## src/hw/rtl/xenc_pkg.sv

```systemverilog
// Shared types, opcode constants and descriptor layout of the encoder.
package xenc_pkg;

    // Request kinds carried in the input tuser field.
    typedef enum logic [3:0] {
        REQ_MOV_IMM64 = 4'd0,
        REQ_MOV_RR    = 4'd1,
        REQ_ADD_RR    = 4'd2,
        REQ_ADD_IMM32 = 4'd3,
        REQ_IDIV      = 4'd4,
        REQ_IMUL      = 4'd5,
        REQ_SUB_RR    = 4'd6,
        REQ_SUB_IMM32 = 4'd7,
        REQ_RET       = 4'd8,
        REQ_XOR_RR    = 4'd9,
        REQ_XOR_IMM32 = 4'd10
    } t_req_kind;

    localparam logic [7:0] REX_BASE   = 8'b0100_0000;
    localparam logic [7:0] REX_W      = 8'h08;
    localparam logic [7:0] OP_MOV_IMM = 8'hB8;
    localparam logic [7:0] OP_MOV_RR  = 8'h8B;
    localparam logic [7:0] OP_ADD_RR  = 8'h03;
    localparam logic [7:0] OP_GRP1    = 8'h81;
    localparam logic [7:0] OP_GRP3    = 8'hF7;
    localparam logic [7:0] OP_ESC     = 8'h0F;
    localparam logic [7:0] OP_IMUL    = 8'hAF;
    localparam logic [7:0] OP_SUB_RR  = 8'h2B;
    localparam logic [7:0] OP_RET     = 8'hC3;
    localparam logic [7:0] OP_XOR_RR  = 8'h33;

    // ModRM reg-field extensions of the group opcodes.
    localparam logic [2:0] EXT_ADD  = 3'd0;
    localparam logic [2:0] EXT_SUB  = 3'd5;
    localparam logic [2:0] EXT_XOR  = 3'd6;
    localparam logic [2:0] EXT_IDIV = 3'd7;

    localparam int MAX_BYTES     = 10;
    localparam int LEN_W         = 4;
    localparam int QUEUE_DEPTH_D = 2;

    // One encoded instruction: bytes in emit order, byte 0 first.
    typedef struct packed {
        logic [MAX_BYTES-1:0][7:0] bytes;
        logic [LEN_W-1:0]          len;
    } t_desc;

endpackage

```

## src/hw/rtl/xenc_front.sv

```systemverilog
// Front end: accepts requests, builds the byte descriptor, drops undefined kinds.
module xenc_front (
    input  logic               i_clk,
    input  logic               i_rst_n,
    input  logic               i_valid,
    output logic               o_ready,
    input  logic [3:0]         i_req_type,
    input  logic [3:0]         i_dest_reg,
    input  logic [63:0]        i_source_value,
    output logic               o_push,
    input  logic               i_push_ready,
    output xenc_pkg::t_desc    o_desc
);

    logic            r_valid;
    xenc_pkg::t_desc r_desc;
    xenc_pkg::t_desc n_desc;
    logic            w_take;

    function automatic logic [7:0] rex(input logic rbit, input logic bbit);
        rex = xenc_pkg::REX_BASE | xenc_pkg::REX_W | {5'b0, rbit, 1'b0, bbit};
    endfunction

    function automatic logic [7:0] modrm(input logic [2:0] reg_f, input logic [2:0] rm_f);
        modrm = {2'b11, reg_f, rm_f};
    endfunction

    always_comb begin
        logic [3:0] d;
        logic [3:0] s;
        d = i_dest_reg;
        s = i_source_value[3:0];
        n_desc = '0;
        unique case (i_req_type)
            xenc_pkg::REQ_MOV_IMM64: begin
                n_desc.bytes[0]   = rex(1'b0, d[3]);
                n_desc.bytes[1]   = xenc_pkg::OP_MOV_IMM | {5'b0, d[2:0]};
                n_desc.bytes[9:2] = i_source_value;
                n_desc.len        = xenc_pkg::LEN_W'(10);
            end
            xenc_pkg::REQ_MOV_RR, xenc_pkg::REQ_ADD_RR,
            xenc_pkg::REQ_SUB_RR, xenc_pkg::REQ_XOR_RR: begin
                n_desc.bytes[0] = rex(d[3], s[3]);
                priority case (i_req_type)
                    xenc_pkg::REQ_MOV_RR: n_desc.bytes[1] = xenc_pkg::OP_MOV_RR;
                    xenc_pkg::REQ_ADD_RR: n_desc.bytes[1] = xenc_pkg::OP_ADD_RR;
                    xenc_pkg::REQ_SUB_RR: n_desc.bytes[1] = xenc_pkg::OP_SUB_RR;
                    default:              n_desc.bytes[1] = xenc_pkg::OP_XOR_RR;
                endcase
                n_desc.bytes[2] = modrm(d[2:0], s[2:0]);
                n_desc.len      = xenc_pkg::LEN_W'(3);
            end
            xenc_pkg::REQ_ADD_IMM32, xenc_pkg::REQ_SUB_IMM32,
            xenc_pkg::REQ_XOR_IMM32: begin
                n_desc.bytes[0] = rex(1'b0, d[3]);
                n_desc.bytes[1] = xenc_pkg::OP_GRP1;
                priority case (i_req_type)
                    xenc_pkg::REQ_ADD_IMM32: n_desc.bytes[2] = modrm(xenc_pkg::EXT_ADD, d[2:0]);
                    xenc_pkg::REQ_SUB_IMM32: n_desc.bytes[2] = modrm(xenc_pkg::EXT_SUB, d[2:0]);
                    default:                 n_desc.bytes[2] = modrm(xenc_pkg::EXT_XOR, d[2:0]);
                endcase
                n_desc.bytes[6:3] = i_source_value[31:0];
                n_desc.len        = xenc_pkg::LEN_W'(7);
            end
            xenc_pkg::REQ_IDIV: begin
                n_desc.bytes[0] = rex(1'b0, d[3]);
                n_desc.bytes[1] = xenc_pkg::OP_GRP3;
                n_desc.bytes[2] = modrm(xenc_pkg::EXT_IDIV, d[2:0]);
                n_desc.len      = xenc_pkg::LEN_W'(3);
            end
            xenc_pkg::REQ_IMUL: begin
                n_desc.bytes[0] = rex(d[3], s[3]);
                n_desc.bytes[1] = xenc_pkg::OP_ESC;
                n_desc.bytes[2] = xenc_pkg::OP_IMUL;
                n_desc.bytes[3] = modrm(d[2:0], s[2:0]);
                n_desc.len      = xenc_pkg::LEN_W'(4);
            end
            xenc_pkg::REQ_RET: begin
                n_desc.bytes[0] = xenc_pkg::OP_RET;
                n_desc.len      = xenc_pkg::LEN_W'(1);
            end
            default: n_desc = '0;
        endcase
    end

    assign o_ready = !r_valid || i_push_ready;
    assign w_take  = i_valid && o_ready;
    assign o_push  = r_valid;
    assign o_desc  = r_desc;

    always_ff @(posedge i_clk) begin
        if (!i_rst_n) begin
            r_valid <= 1'b0;
        end else if (w_take) begin
            // drop undefined kinds: they encode to zero bytes
            r_valid <= (n_desc.len != '0);
        end else if (i_push_ready) begin
            r_valid <= 1'b0;
        end
    end

    always_ff @(posedge i_clk) begin
        if (w_take) begin
            r_desc <= n_desc;
        end
    end

endmodule

```

## src/hw/rtl/xenc_fifo.sv

```systemverilog
// Descriptor queue between front end and byte sequencer.
module xenc_fifo #(
    parameter int DEPTH = xenc_pkg::QUEUE_DEPTH_D
) (
    input  logic            i_clk,
    input  logic            i_rst_n,
    input  logic            i_push,
    output logic            o_push_ready,
    input  xenc_pkg::t_desc i_desc,
    output logic            o_valid,
    input  logic            i_pop,
    output xenc_pkg::t_desc o_desc
);

    localparam int AW = $clog2(DEPTH);

    xenc_pkg::t_desc r_mem [DEPTH];
    logic [AW:0]     r_wr_ptr;
    logic [AW:0]     r_rd_ptr;
    logic            w_full;
    logic            w_empty;

    assign w_empty      = (r_wr_ptr == r_rd_ptr);
    assign w_full       = (r_wr_ptr[AW] != r_rd_ptr[AW]) &&
                          (r_wr_ptr[AW-1:0] == r_rd_ptr[AW-1:0]);
    assign o_push_ready = !w_full;
    assign o_valid      = !w_empty;
    assign o_desc       = r_mem[r_rd_ptr[AW-1:0]];

    always_ff @(posedge i_clk) begin
        if (!i_rst_n) begin
            r_wr_ptr <= '0;
            r_rd_ptr <= '0;
        end else begin
            if (i_push && !w_full) begin
                r_wr_ptr <= r_wr_ptr + 1'b1;
            end
            if (i_pop && !w_empty) begin
                r_rd_ptr <= r_rd_ptr + 1'b1;
            end
        end
    end

    always_ff @(posedge i_clk) begin
        if (i_push && !w_full) begin
            r_mem[r_wr_ptr[AW-1:0]] <= i_desc;
        end
    end

endmodule

```

## src/hw/rtl/xenc_back.sv

```systemverilog
// Back end: steps through a descriptor one byte per cycle into the output register while it is not stalled.
module xenc_back (
    input  logic            i_clk,
    input  logic            i_rst_n,
    input  logic            i_valid,
    output logic            o_pop,
    input  xenc_pkg::t_desc i_desc,
    output logic            o_valid,
    input  logic            i_ready,
    output logic [7:0]      o_byte,
    output logic            o_last
);

    logic                       r_cur_valid;
    xenc_pkg::t_desc            r_cur;
    logic [xenc_pkg::LEN_W-1:0] r_idx;
    logic                       r_o_valid;
    logic [7:0]                 r_o_byte;
    logic                       r_o_last;
    logic                       w_out_free;
    logic                       w_emit;
    logic                       w_fin;

    assign w_out_free = !r_o_valid || i_ready;
    assign w_emit     = r_cur_valid && w_out_free;
    assign w_fin      = w_emit && (r_idx == r_cur.len - 1'b1);
    assign o_pop      = i_valid && (!r_cur_valid || w_fin);

    always_ff @(posedge i_clk) begin
        if (!i_rst_n) begin
            r_cur_valid <= 1'b0;
            r_o_valid   <= 1'b0;
        end else begin
            if (o_pop) begin
                r_cur_valid <= 1'b1;
            end else if (w_fin) begin
                r_cur_valid <= 1'b0;
            end
            if (w_emit) begin
                r_o_valid <= 1'b1;
            end else if (i_ready) begin
                r_o_valid <= 1'b0;
            end
        end
    end

    always_ff @(posedge i_clk) begin
        if (o_pop) begin
            r_cur <= i_desc;
            r_idx <= '0;
        end else if (w_emit) begin
            r_idx <= r_idx + 1'b1;
        end
        if (w_emit) begin
            r_o_byte <= r_cur.bytes[r_idx];
            r_o_last <= w_fin;
        end
    end

    assign o_valid = r_o_valid;
    assign o_byte  = r_o_byte;
    assign o_last  = r_o_last;

endmodule

```

## src/hw/rtl/x86_64_instruction_encoder.sv

```systemverilog
// x86-64 encoder top level: REX/opcode/ModRM/immediate byte stream per request.
// A request passes the front-end register, the queue, the back end's descriptor register and the output register.
// Throughput: one byte per cycle while the output is not stalled; a request gives 1 to 10 bytes (its length).
// The byte-wide output register bounds the rate; the front end keeps accepting while the queue has room.
// Reset (i_rst_n low, synchronous) empties the queue and drops any word in flight.
module x86_64_instruction_encoder #(
    parameter int QUEUE_DEPTH = xenc_pkg::QUEUE_DEPTH_D
) (
    input  logic        i_clk,
    input  logic        i_rst_n,
    input  logic        i_s_axis_tvalid,
    output logic        o_s_axis_tready,
    input  logic [71:0] i_s_axis_tdata,   // [3:0] dest_reg, [67:4] source_value, [71:68] zero
    input  logic [3:0]  i_s_axis_tuser,   // [3:0] req_type
    output logic        o_m_axis_tvalid,
    input  logic        i_m_axis_tready,
    output logic [7:0]  o_m_axis_tdata,   // [7:0] code_byte
    output logic        o_m_axis_tlast    // last_byte
);

    logic            w_push;
    logic            w_push_ready;
    xenc_pkg::t_desc w_front_desc;
    logic            w_q_valid;
    logic            w_q_pop;
    xenc_pkg::t_desc w_q_desc;

    // Classify each word and hold its encoded bytes in one register stage.
    xenc_front u_front (
        .i_clk          (i_clk),
        .i_rst_n        (i_rst_n),
        .i_valid        (i_s_axis_tvalid),
        .o_ready        (o_s_axis_tready),
        .i_req_type     (i_s_axis_tuser),
        .i_dest_reg     (i_s_axis_tdata[3:0]),
        .i_source_value (i_s_axis_tdata[67:4]),
        .o_push         (w_push),
        .i_push_ready   (w_push_ready),
        .o_desc         (w_front_desc)
    );

    // Decouple the front end from the byte sequencer.
    xenc_fifo #(
        .DEPTH (QUEUE_DEPTH)
    ) u_fifo (
        .i_clk        (i_clk),
        .i_rst_n      (i_rst_n),
        .i_push       (w_push),
        .o_push_ready (w_push_ready),
        .i_desc       (w_front_desc),
        .o_valid      (w_q_valid),
        .i_pop        (w_q_pop),
        .o_desc       (w_q_desc)
    );

    // Advance one byte per cycle while tready does not stall the output; mark the final byte with tlast.
    xenc_back u_back (
        .i_clk   (i_clk),
        .i_rst_n (i_rst_n),
        .i_valid (w_q_valid),
        .o_pop   (w_q_pop),
        .i_desc  (w_q_desc),
        .o_valid (o_m_axis_tvalid),
        .i_ready (i_m_axis_tready),
        .o_byte  (o_m_axis_tdata),
        .o_last  (o_m_axis_tlast)
    );

endmodule

```

## config.mk

```make
export PLATFORM = sky130hd
export DESIGN_NAME = x86_64_instruction_encoder
export DESIGN_NICKNAME = d
export VERILOG_FILES = /design/src/hw/rtl/xenc_pkg.sv /design/src/hw/rtl/xenc_front.sv /design/src/hw/rtl/xenc_fifo.sv /design/src/hw/rtl/xenc_back.sv /design/src/hw/rtl/x86_64_instruction_encoder.sv
export SDC_FILE = /design/constraint.sdc
export NUM_CORES = 1
export LEC_CHECK = 0
export ABC_AREA = 1
export BUFFER_PORTS_ARGS = -buffer_cell sky130_fd_sc_hd__buf_2
export CORE_MARGIN = 1.5
export CORE_UTILIZATION = 25
export DETAILED_ROUTE_END_ITERATION = 7
export PLACE_DENSITY = 0.36
export REMOVE_ABC_BUFFERS = 1
export SLEW_MARGIN = 20
export SYNTH_ARGS = -nofsm -noshare
export SYNTH_HDL_FRONTEND = slang
export SYNTH_SLANG_ARGS = --single-unit
```

## constraint.sdc

```tcl
create_clock -name i_clk -period 8.9 [get_ports i_clk]
set_clock_uncertainty 0.05 [all_clocks]
set_input_delay 0.445 -clock i_clk [delete_from_list [all_inputs] [get_ports i_clk]]
set_output_delay 0.445 -clock i_clk [all_outputs]
set_load 0.01 [all_outputs]
```

# After elaboration in Yosys (flattened, before gate mapping)
# Memories as Yosys holds them, arrays and structs flattened. A register that Yosys moved wholly into a read port is not among the register bits.
# Index checks and enable logic that the tools add are counted.
# classes
n_addsub	4
order_cmp	1
eq_ne	15
mux	16
reduce_logical	21
# op_table
operator	n
16-bit case mux with 5 select lines	1
12-bit case mux with 6 select lines	1
24-bit case mux with 2 select lines	1
8-bit case mux with 3 select lines	2
8-bit binary-select mux with 4-bit select	1
4-bit by 3-bit == test with 1-bit output (second input constant)	4
4-bit == test (second input constant)	3
6-bit case mux with 2 select lines	1
4-bit by 2-bit == test with 1-bit output (second input constant)	2
1-bit 2-to-1 mux	8
8-bit 2-to-1 mux	1
1-bit logical AND	7
1-bit logical NOT	5
4-bit by 5-bit < comparator with 1-bit output (second input constant)	1
2-bit by 1-bit adder with 2-bit output (second input constant)	2
4-bit by 1-bit adder with 4-bit output (second input constant)	1
4-bit by 1-bit == test with 1-bit output (second input constant)	1
4-bit == test	1
4-bit logical NOT	1
2-bit nonzero test	2
4-bit nonzero test	1
4-bit OR reduction	1
4-bit by 1-bit subtractor with 4-bit output (second input constant)	1
1-bit logical OR	3
5 further kinds	5
# totals
register_bits	104
ram_bits	168
out_inout_bits	11
n_memories	1
# memory_table
name	words	width	rd	rd_clocked_by_memory_dff	wr	line	rtl
u_fifo.r_mem	2	84	1	1	1	xenc_fifo.sv:17	xenc_pkg::t_desc r_mem [DEPTH];

# Longest topological paths before layout
# Gate-level depths: netlist of run 1.
# logic_depth
ltp_word	7
depth_mapped	13
depth_no_buf	13

# By module
# Synthesis of run 1 repeated with hierarchy kept, for this count alone.
# unflattened
hier_cells	945
area_unflattened_um2	14179.8
# modules_own_cells
mod	instances	cells_each	area_each_um2	seq_area_each_um2
xenc_fifo	1	305	6558.8	5144.9
xenc_back	1	326	3995.1	2912.8
xenc_front	1	314	3626.0	2452.4

# Worst setup path after synthesis of run 1
# OpenSTA, ideal clock, no wires.
# synth_timing
path_kind	flip-flop to flip-flop
startpoint	register u_fifo.r_wr_ptr[1]
endpoint	memory u_fifo.r_mem[0][0] in the netlist's numbering (enable)
t_arrival_ns	3.997
required_time_ns	8.328
slack_ns	4.332
path_stages_with_launch	5
n_path_buf	0
synth_period_minus_slack_ns	4.568
path_cell_list	dfxtp_1 -> xor2_1 -> nand2_1 -> nand2_1 -> nor2_1
# synth_between
elab_chain_len	6
# synth_rtl
item	line	rtl
start: declaration	xenc_fifo.sv:18	logic [AW:0] r_wr_ptr;
start signal: assignment	xenc_fifo.sv:36	r_wr_ptr <= r_wr_ptr + 1'b1;
1-bit != test	xenc_fifo.sv:24	assign w_full = (r_wr_ptr[AW] != r_rd_ptr[AW]) &&
1-bit logical AND	xenc_fifo.sv:24	
1-bit logical NOT	xenc_fifo.sv:45	if (i_push && !w_full) begin
1-bit logical AND	xenc_fifo.sv:45	
1-bit 2-to-1 mux	xenc_fifo.sv:45	
1-bit 2-to-1 mux (not written as such)	xenc_fifo.sv:46	r_mem[r_wr_ptr[AW-1:0]] <= i_desc;
end: declaration	xenc_fifo.sv:17	
# Every way passes these cells.

# Worst setup path in the final report of run 1
# layout_timing
startpoint	register u_back.r_idx[0] in the netlist's numbering
endpoint	register u_back.r_o_byte[5], in the netlist u_back.o_byte[5], data pin
# layout_between
elab_chain_len	2
# layout_rtl
item	line	rtl
start: declaration	xenc_back.sv:16	logic [xenc_pkg::LEN_W-1:0] r_idx;
start signal: assignment	xenc_back.sv:52	r_idx <= r_idx + 1'b1;
8-bit binary-select mux with 4-bit select	xenc_back.sv:55	r_o_byte <= r_cur.bytes[r_idx];
8-bit 2-to-1 mux (not written as such)	xenc_back.sv:55	
end signal: assignment	xenc_back.sv:55	
end: declaration	xenc_back.sv:18	logic [7:0] r_o_byte;
# Every way passes these cells. The select of a mux whose other input is x is not followed.
# A chain may end at the register's enable or synchronous reset.

==> run metrics, run 1 <==
Port Buffers=86; Worst R2R Path Depth=7; Die ar.=around 54000 um2; Nets=1203; Filler cells=roughly 5300; Setup Buffers After CTS=0; commonest cells in the netlist=edfxtp_1 (333), nand2_1 (331), inv_1 (79); clk sinks=344; unrepaired setup endpoints after global routing=no; final antenna-violating net count=0; final wirelength=between 30 and 40 mm; CP Depth=7; Synth Cell Area=about 13000 um2; Worst Path Buf+Inv=2; Top Family by Delay on Critical Path=simple AND/OR/NAND/NOR gates; Setup violations, final=0; final HPWL from detailed placement=approximately 19 mm; largest cells by area after synthesis=edfxtp_1 (76%), nand2_1 (9.4%), inv_1 (2.2%), dfxtp_1 (1.7%), nor2_1 (1.6%); worst min path class=in2reg; Seq/Total Area, Yosys=~78%; largest net degree at the start of global routing=70; initial antenna violation count=0; synthesized netlist cell count=approximately 1000; Period minus WS final=between 3 and 4 ns; # resized after CTS=0; CTS Hold Bufs=0; Setup crit start kind=register; gpl congestion=0.718; slowest cell on the critical path=dfxtp_1; asr flop ratio synth=0%; DRC violations left=0; Synth cell types=29; Wirelength per Cell=approximately 18 um; design area=approximately 16000 um2; vias=~7600; share of cells above drive strength 1=16.0%; Critical Path, Cell by Cell=buf_4 > inv_2 > nor2_4 > nand2_1 > o2111ai_1 > nand3_1 > o21ai_0; Max-slew headroom=between 30% and 40%; period utilization=a little under two fifths; Critical Path RT=about 9 ns; Die Ht=about 230 um; first-pass GRT wire length=48.9 mm; row cnt=a little over 80; CTS max path bufs=3; area growth from synthesis to layout=18.6%; Final Hold Vio Count=0; vias in the first global route=approximately 7700; f_max=between 200 and 300 MHz; leak pwr=~6 nW; Clock Tree Root=clkbuf_16; maxcap violations=0; top_reg_cell synth=edfxtp_1; H-tree depth=2; max incr delay on CP=1.00 ns; area leader, netlist=edfxtp_1; #FFs+latches synth=344; Post-synth EDFFs=~330; worst skew pair latency=0.54 ns; Initial DRT Pass Iterations=4; Setup TNS=0 ns; CTS buffer count=40; Cells on Worst Hold Path=3; Mapped Avg Cell Area=between 10 and 15 um2; VDD IR-drop max=around 0.00013 V; most common cell in the netlist=edfxtp_1; status=completed; clock slew at reported path FFs=roughly 0.06 ns; P per Cell Area=between 200 and 300 nW/um2; DP Area=~14000 um2; grt ovf=0; ant diodes=0; CP Capture Type=register; maximum fanout along the worst path=18; area of the core=roughly 52000 um2; vias per std cell=4.16; Slew @ Worst Pin=roughly 1.0 ns; starting density of the core=about 25%; total track usage=12.5%; top cell type's share of synthesized area=75.9%; CTS tree=built; Worst EP arrival=3.71 ns; final-report max-slew violation count=0; total of warnings raised by yosys=0; DR iter-0 viols=between 300 and 400; die width=around 230 um; critical path class=reg2reg; I/O pin count=slightly above 90
==> flip-flops by register name, summed over array words and instances, names as in the netlist <==
signal / flops
u_back.o_byte: 8
u_back.o_last: 1
u_back.o_valid: 1
u_back.r_cur: 81
u_back.r_cur_valid: 1
u_back.r_idx: 4
u_fifo.r_mem: 162
u_fifo.r_rd_ptr: 2
u_fifo.r_wr_ptr: 2
u_front.o_desc: 81
u_front.o_push: 1
==> path summary, 6_finish.rpt <==
path                      start  slack (ns)             endpoint
max             u_back.r_idx[0]        5.52     u_back.o_byte[5]
min                     i_rst_n        0.12   u_fifo.r_rd_ptr[0]
max reg2reg     u_back.r_idx[0]        5.52     u_back.o_byte[5]
min reg2reg  u_front.o_desc[48]        0.38  u_fifo.r_mem[1][48]
==> cell usage in the layout, fill, tap and decap left out, drive strengths merged, types with 7 or more instances in the layout <==
cell     instances
clkbuf          54
o22ai           17
buf             99
o2111ai         10
nor2            64
nand2          333
o21ai           49
clkinv          18
a21oi           19
edfxtp         333
nand3           19
mux2i            8
o211ai           7
dfxtp           11
inv             91
==> tightest hold or removal path, delay by kind of cell <==
| family | cells | cell delay (ns) |
|---|---|---|
| AND/OR/NAND/NOR | 2 | 0.09 |
| buffers and inverters | 1 | 0.13 |
==> cell type report <==
class,count,area [um2],area share [%]
clock buffers,54,1110,7.13
clock inverters,16,95.1,0.609
inverters,94,357,2.28
multi-input cells,542,2460,15.7
flip-flops and latches,344,10200,65.4
well taps,680,851,5.44
repair buffers,99,528,3.38
==> logic make-up (layout without fill, tap and decap cells) <==
group                      count (synthesis)  in the layout  synth area share [%]
xor gates and xnor gates                   6              6                 0.399
buffers and inverters                    129            263                  3.85
muxes                                      8              8                 0.608
adders and majority gates                  2              2                 0.190
and+or+nand+nor                          418            418                  12.4
AOI/OAI and AO/OA                        108            108                  5.01
DFF                                      344            344                  77.5
==> per-layer routing <==
layer  up-vias  part of all wire (%)  GRT usage [%]  routed length, um
met1      3703                    48           16.8              15800
li1       3712                     -              -                  -
met5         -                     0              0                  0
met2       131                    46           20.2              15200
met3        59                   3.4           1.97               1110
met4         0                   2.7           4.64                900
==> power breakdown <==
group	total, mW	leakage (nW)	switching, mW	internal [mW]
registers	2.27	3.26	0.0938	2.17
clock network	1.53	0.599	0.625	0.900
logic	0.827	2.13	0.627	0.201
total	4.62	5.99	1.35	3.27
==> metrics by stage <==
| stage | util, % | power, mW | std cells | worst slack, ns | hold slack (ns) |
|---|---|---|---|---|---|
| 2_1_floorplan | - | 2.78 | 980 | 2.91 | 0.371 |
| 3_3_place_gp | 27.9 | 3.16 | 1759 | 5.54 | 0.372 |
| 3_5_place_dp | 27.9 | 3.17 | 1759 | 5.53 | 0.380 |
| 4_1_cts | 30.2 | 4.72 | 1829 | 5.53 | 0.0905 |
| 5_1_grt | 30.2 | 4.88 | 1829 | 5.38 | 0.110 |
| 6_report | 30.2 | 4.62 | 1829 | 5.52 | 0.118 |
Note: power is estimated with default switching activity, not from simulation.
==> run 2, diff against run 1 <==
--- a/config.mk
+++ b/config.mk
@@ -5,7 +5,7 @@
 export SDC_FILE = /design/constraint.sdc
 export NUM_CORES = 1
 export LEC_CHECK = 0
-export ABC_AREA = 1
+export ABC_AREA = 0
 export BUFFER_PORTS_ARGS = -buffer_cell sky130_fd_sc_hd__buf_2
 export CORE_MARGIN = 1.5
 export CORE_UTILIZATION = 25
==> constraint.sdc (replaced) <==
create_clock -name i_clk -period 3.25 [get_ports i_clk]
set_clock_uncertainty 0.05 [all_clocks]
set_input_delay 0.1625 -clock i_clk [delete_from_list [all_inputs] [get_ports i_clk]]
set_output_delay 0.1625 -clock i_clk [all_outputs]
set_load 0.01 [all_outputs]
==> run 2 against run 1 <==
Against the previous run: power increased to 2.7 times the previous value; register-to-register slack got worse by 4.9 ns; hold slack got worse by 0.020 ns; first-iteration DRC count is 5.1% lower; critical endpoint is now u_back.r_cur[28]; area after synthesis hardly changed; clock power rose to 2.7 times the previous value; critical path depth is the same.
==> run metrics, run 2 <==
status=completed; final HPWL from detailed placement=18.2 mm (-4.8%); critical path class=reg2reg; sequential power share=47.4% (-1.7 points); first-pass GRT wire length=46.3 mm (-5.3%); switching share of power=26.5% (-2.6 points); #FFs+latches synth=344 (unchanged); commonest cells in the netlist=edfxtp_1 (333), mux2_2 (85), nor2_1 (32); CTS tree=built; Period minus WS final=2.60 ns (-0.783 ns); grt ovf=0 (unchanged); CTS max path bufs=3 (unchanged); die width=233 um (about the same); DR iter-0 viols=356 (-5.1%); # resized after CTS=0 (unchanged); clk sinks=344 (unchanged); initial antenna violation count=2 (+2); unrepaired setup endpoints after global routing=no; Tot Pwr=12.5 mW (+170%); Port Buffers=86 (unchanged); worst min path class=in2reg; design area=16700 um2 (+7.2%); vias per std cell=4.24 (+2.0%); leak pwr=5.77 nW (-3.6%); share of cells above drive strength 1=27.8% (+12 points); total track usage=11.7% (-0.73 points); Seq/Total Area, Yosys=77.5% (about the same); dpl ws=0.642 ns (-4.89 ns); H-tree depth=2 (unchanged); largest net degree at the start of global routing=85 (+21%); gpl congestion=0.727 (+1.2%); top_reg_cell synth=edfxtp_1; Worst EP arrival=2.78 ns (-0.93 ns); Synth Cell Area=13200 um2 (about the same); Setup violations, final=0 (unchanged); period utilization=80.1% (+42 points); Slew @ Worst Pin=0.883 ns (-0.163 ns); CTS buffer count=40 (unchanged); maxcap violations=0 (unchanged); CP Capture Type=register; final antenna-violating net count=0 (unchanged); f_max=384 MHz (+30%); P per Cell Area=749 nW/um2 (+150%); combinational group share of total power=19.8% (+1.9 points); highest-count cells in the layout ignoring fill and taps=edfxtp_1 (333), dlygate4sd3_1 (93), buf_2 (86); area growth from synthesis to layout=26.9%; DP Area=14600 um2 (+1.5%); Die Ht=233 um (about the same); Setup crit start kind=register; Filler cells=5065 (-4.5%); most common cell in the netlist=edfxtp_1; max reg flops=162 (unchanged); worst skew pair latency=0.55 ns (about the same); clock network power share=32.8% (-0.2 points); starting density of the core=25.5% (about the same); VDD IR-drop max=0.000371 V (+180%); commonest non-fill, non-tap cell in the layout=edfxtp_1; I/O pin count=91 (unchanged); maximum fanout along the worst path=24 (+6); vias=6955 (-8.5%); internal power=9.22 mW (+180%); area leader, netlist=edfxtp_1; Die ar.=54100 um2 (about the same); Clock Tree Root=clkbuf_16; Max-slew headroom=40.9% (+11 points); asr flop ratio synth=0% (unchanged); total of warnings raised by yosys=0 (unchanged); largest cells by area after synthesis=edfxtp_1 (76%), mux2_2 (7.3%), mux4_2 (2.0%), a22o_1 (1.8%), dfxtp_1 (1.7%); final-report max-slew violation count=0 (unchanged); post-route setup slack=0.648 ns (-4.87 ns); Mapped Avg Cell Area=18.2 um2 (+40%); DRC violations left=0 (unchanged); Synth cell types=42 (+45%); Wirelength per Cell=18.9 um (+4.9%); Final Hold Vio Count=0 (unchanged); Initial DRT Pass Iterations=4 (unchanged); ant diodes=0 (unchanged); row cnt=83 (unchanged); clock slew at reported path FFs=0.06 ns (about the same); Post-synth EDFFs=333 (unchanged); area of the core=51700 um2 (unchanged); Nets=1012 (-16%); switching pwr=3.32 mW (+150%); Critical Path RT=3.43 ns (-5.80 ns); top cell type's share of synthesized area=75.8% (about the same); final wirelength=31.0 mm (-5.9%); synthesized netlist cell count=723 (-29%); vias in the first global route=7350 (-5.0%)
==> run 2: per-stage QoR <==
stage	hold WS (ns)	std cells	setup TNS [ns]	utilization [%]
after floorplan	0.230	687	-838.03	-
after global placement	0.373	1475	0	28.3
after detailed placement	0.381	1475	0	28.3
after CTS	0.0368	1640	0	32.4
after global routing	0.0665	1640	0	32.4
final	0.0977	1640	0	32.4
==> run 2: repair_timing <==
item,4_1_cts,5_1_grt
endpoints found under the hold margin,66,0
buffers inserted,0,0
hold buffers,93,0
endpoints found under the setup margin,0,0
==> run 2: final timing paths <==
check	depth (start not counted)	slack, ns	to	startpoint
hold reg to reg	0	0.37	u_fifo.r_mem[1][26]	u_front.o_desc[26]
hold / removal	3	0.1	u_front.o_desc[22]	i_s_axis_tdata[6]
setup reg to reg	7	0.65	u_back.r_cur[28]	u_back.r_cur[0]
setup / recovery	7	0.65	u_back.r_cur[28]	u_back.r_cur[0]
==> run 2: power by group through the flow <==
stage               clock, mW  sequential (mW)  combinational [mW]
detailed placement          0             6.05                2.49
global route             4.44             6.01                2.73
CTS                      4.28             5.96                2.59
floorplan                   0             6.23                1.25
finish                   4.11             5.95                2.49
global placement            0             6.04                2.49
==> run 2: kinds of logic (layout without fill, tap and decap cells) <==
| family | count (synthesis) | after routing | share of synthesized area [%] |
|---|---|---|---|
| flip-flops | 344 | 344 | 77.5 |
| multiplexers | 111 | 111 | 10.4 |
| AO/OA/AOI/OAI | 104 | 104 | 5.70 |
| AND/OR/NAND/NOR | 96 | 96 | 3.64 |
| buffers and inverters | 52 | 289 | 1.68 |
| XOR/XNOR | 13 | 13 | 0.863 |
| adder cells (fa/ha/maj) | 3 | 3 | 0.266 |
==> run 2: metal layers <==
metal	up-vias	global-route usage (%)	share of wire (%)
met2	141	19.1	47
met5	-	0	0.071
li1	3269	-	-
met4	4	4.21	2.4
met3	53	2.19	4.2
met1	3488	15.6	47
==> run 2: cell type report <==
type	count	area (um2)	area share, %
Sequential cell	344	10200	61.1
Tap cell	680	851	5.08
Inverter	16	60.1	0.359
Clock inverter	19	95.1	0.568
Multi-Input combinational cell	327	2780	16.6
Timing Repair Buffer	201	1640	9.79
Clock buffer	53	1090	6.52
==> run 2: critical path, stage by stage, from the launching register on <==
cell and delay [ns]:
edfxtp_1 0.39, inv_1 0.06, ha_1 0.30, xnor2_1 0.13
nor4_2 0.25, a31oi_1 0.26, nor2_4 0.55, buf_12 0.26
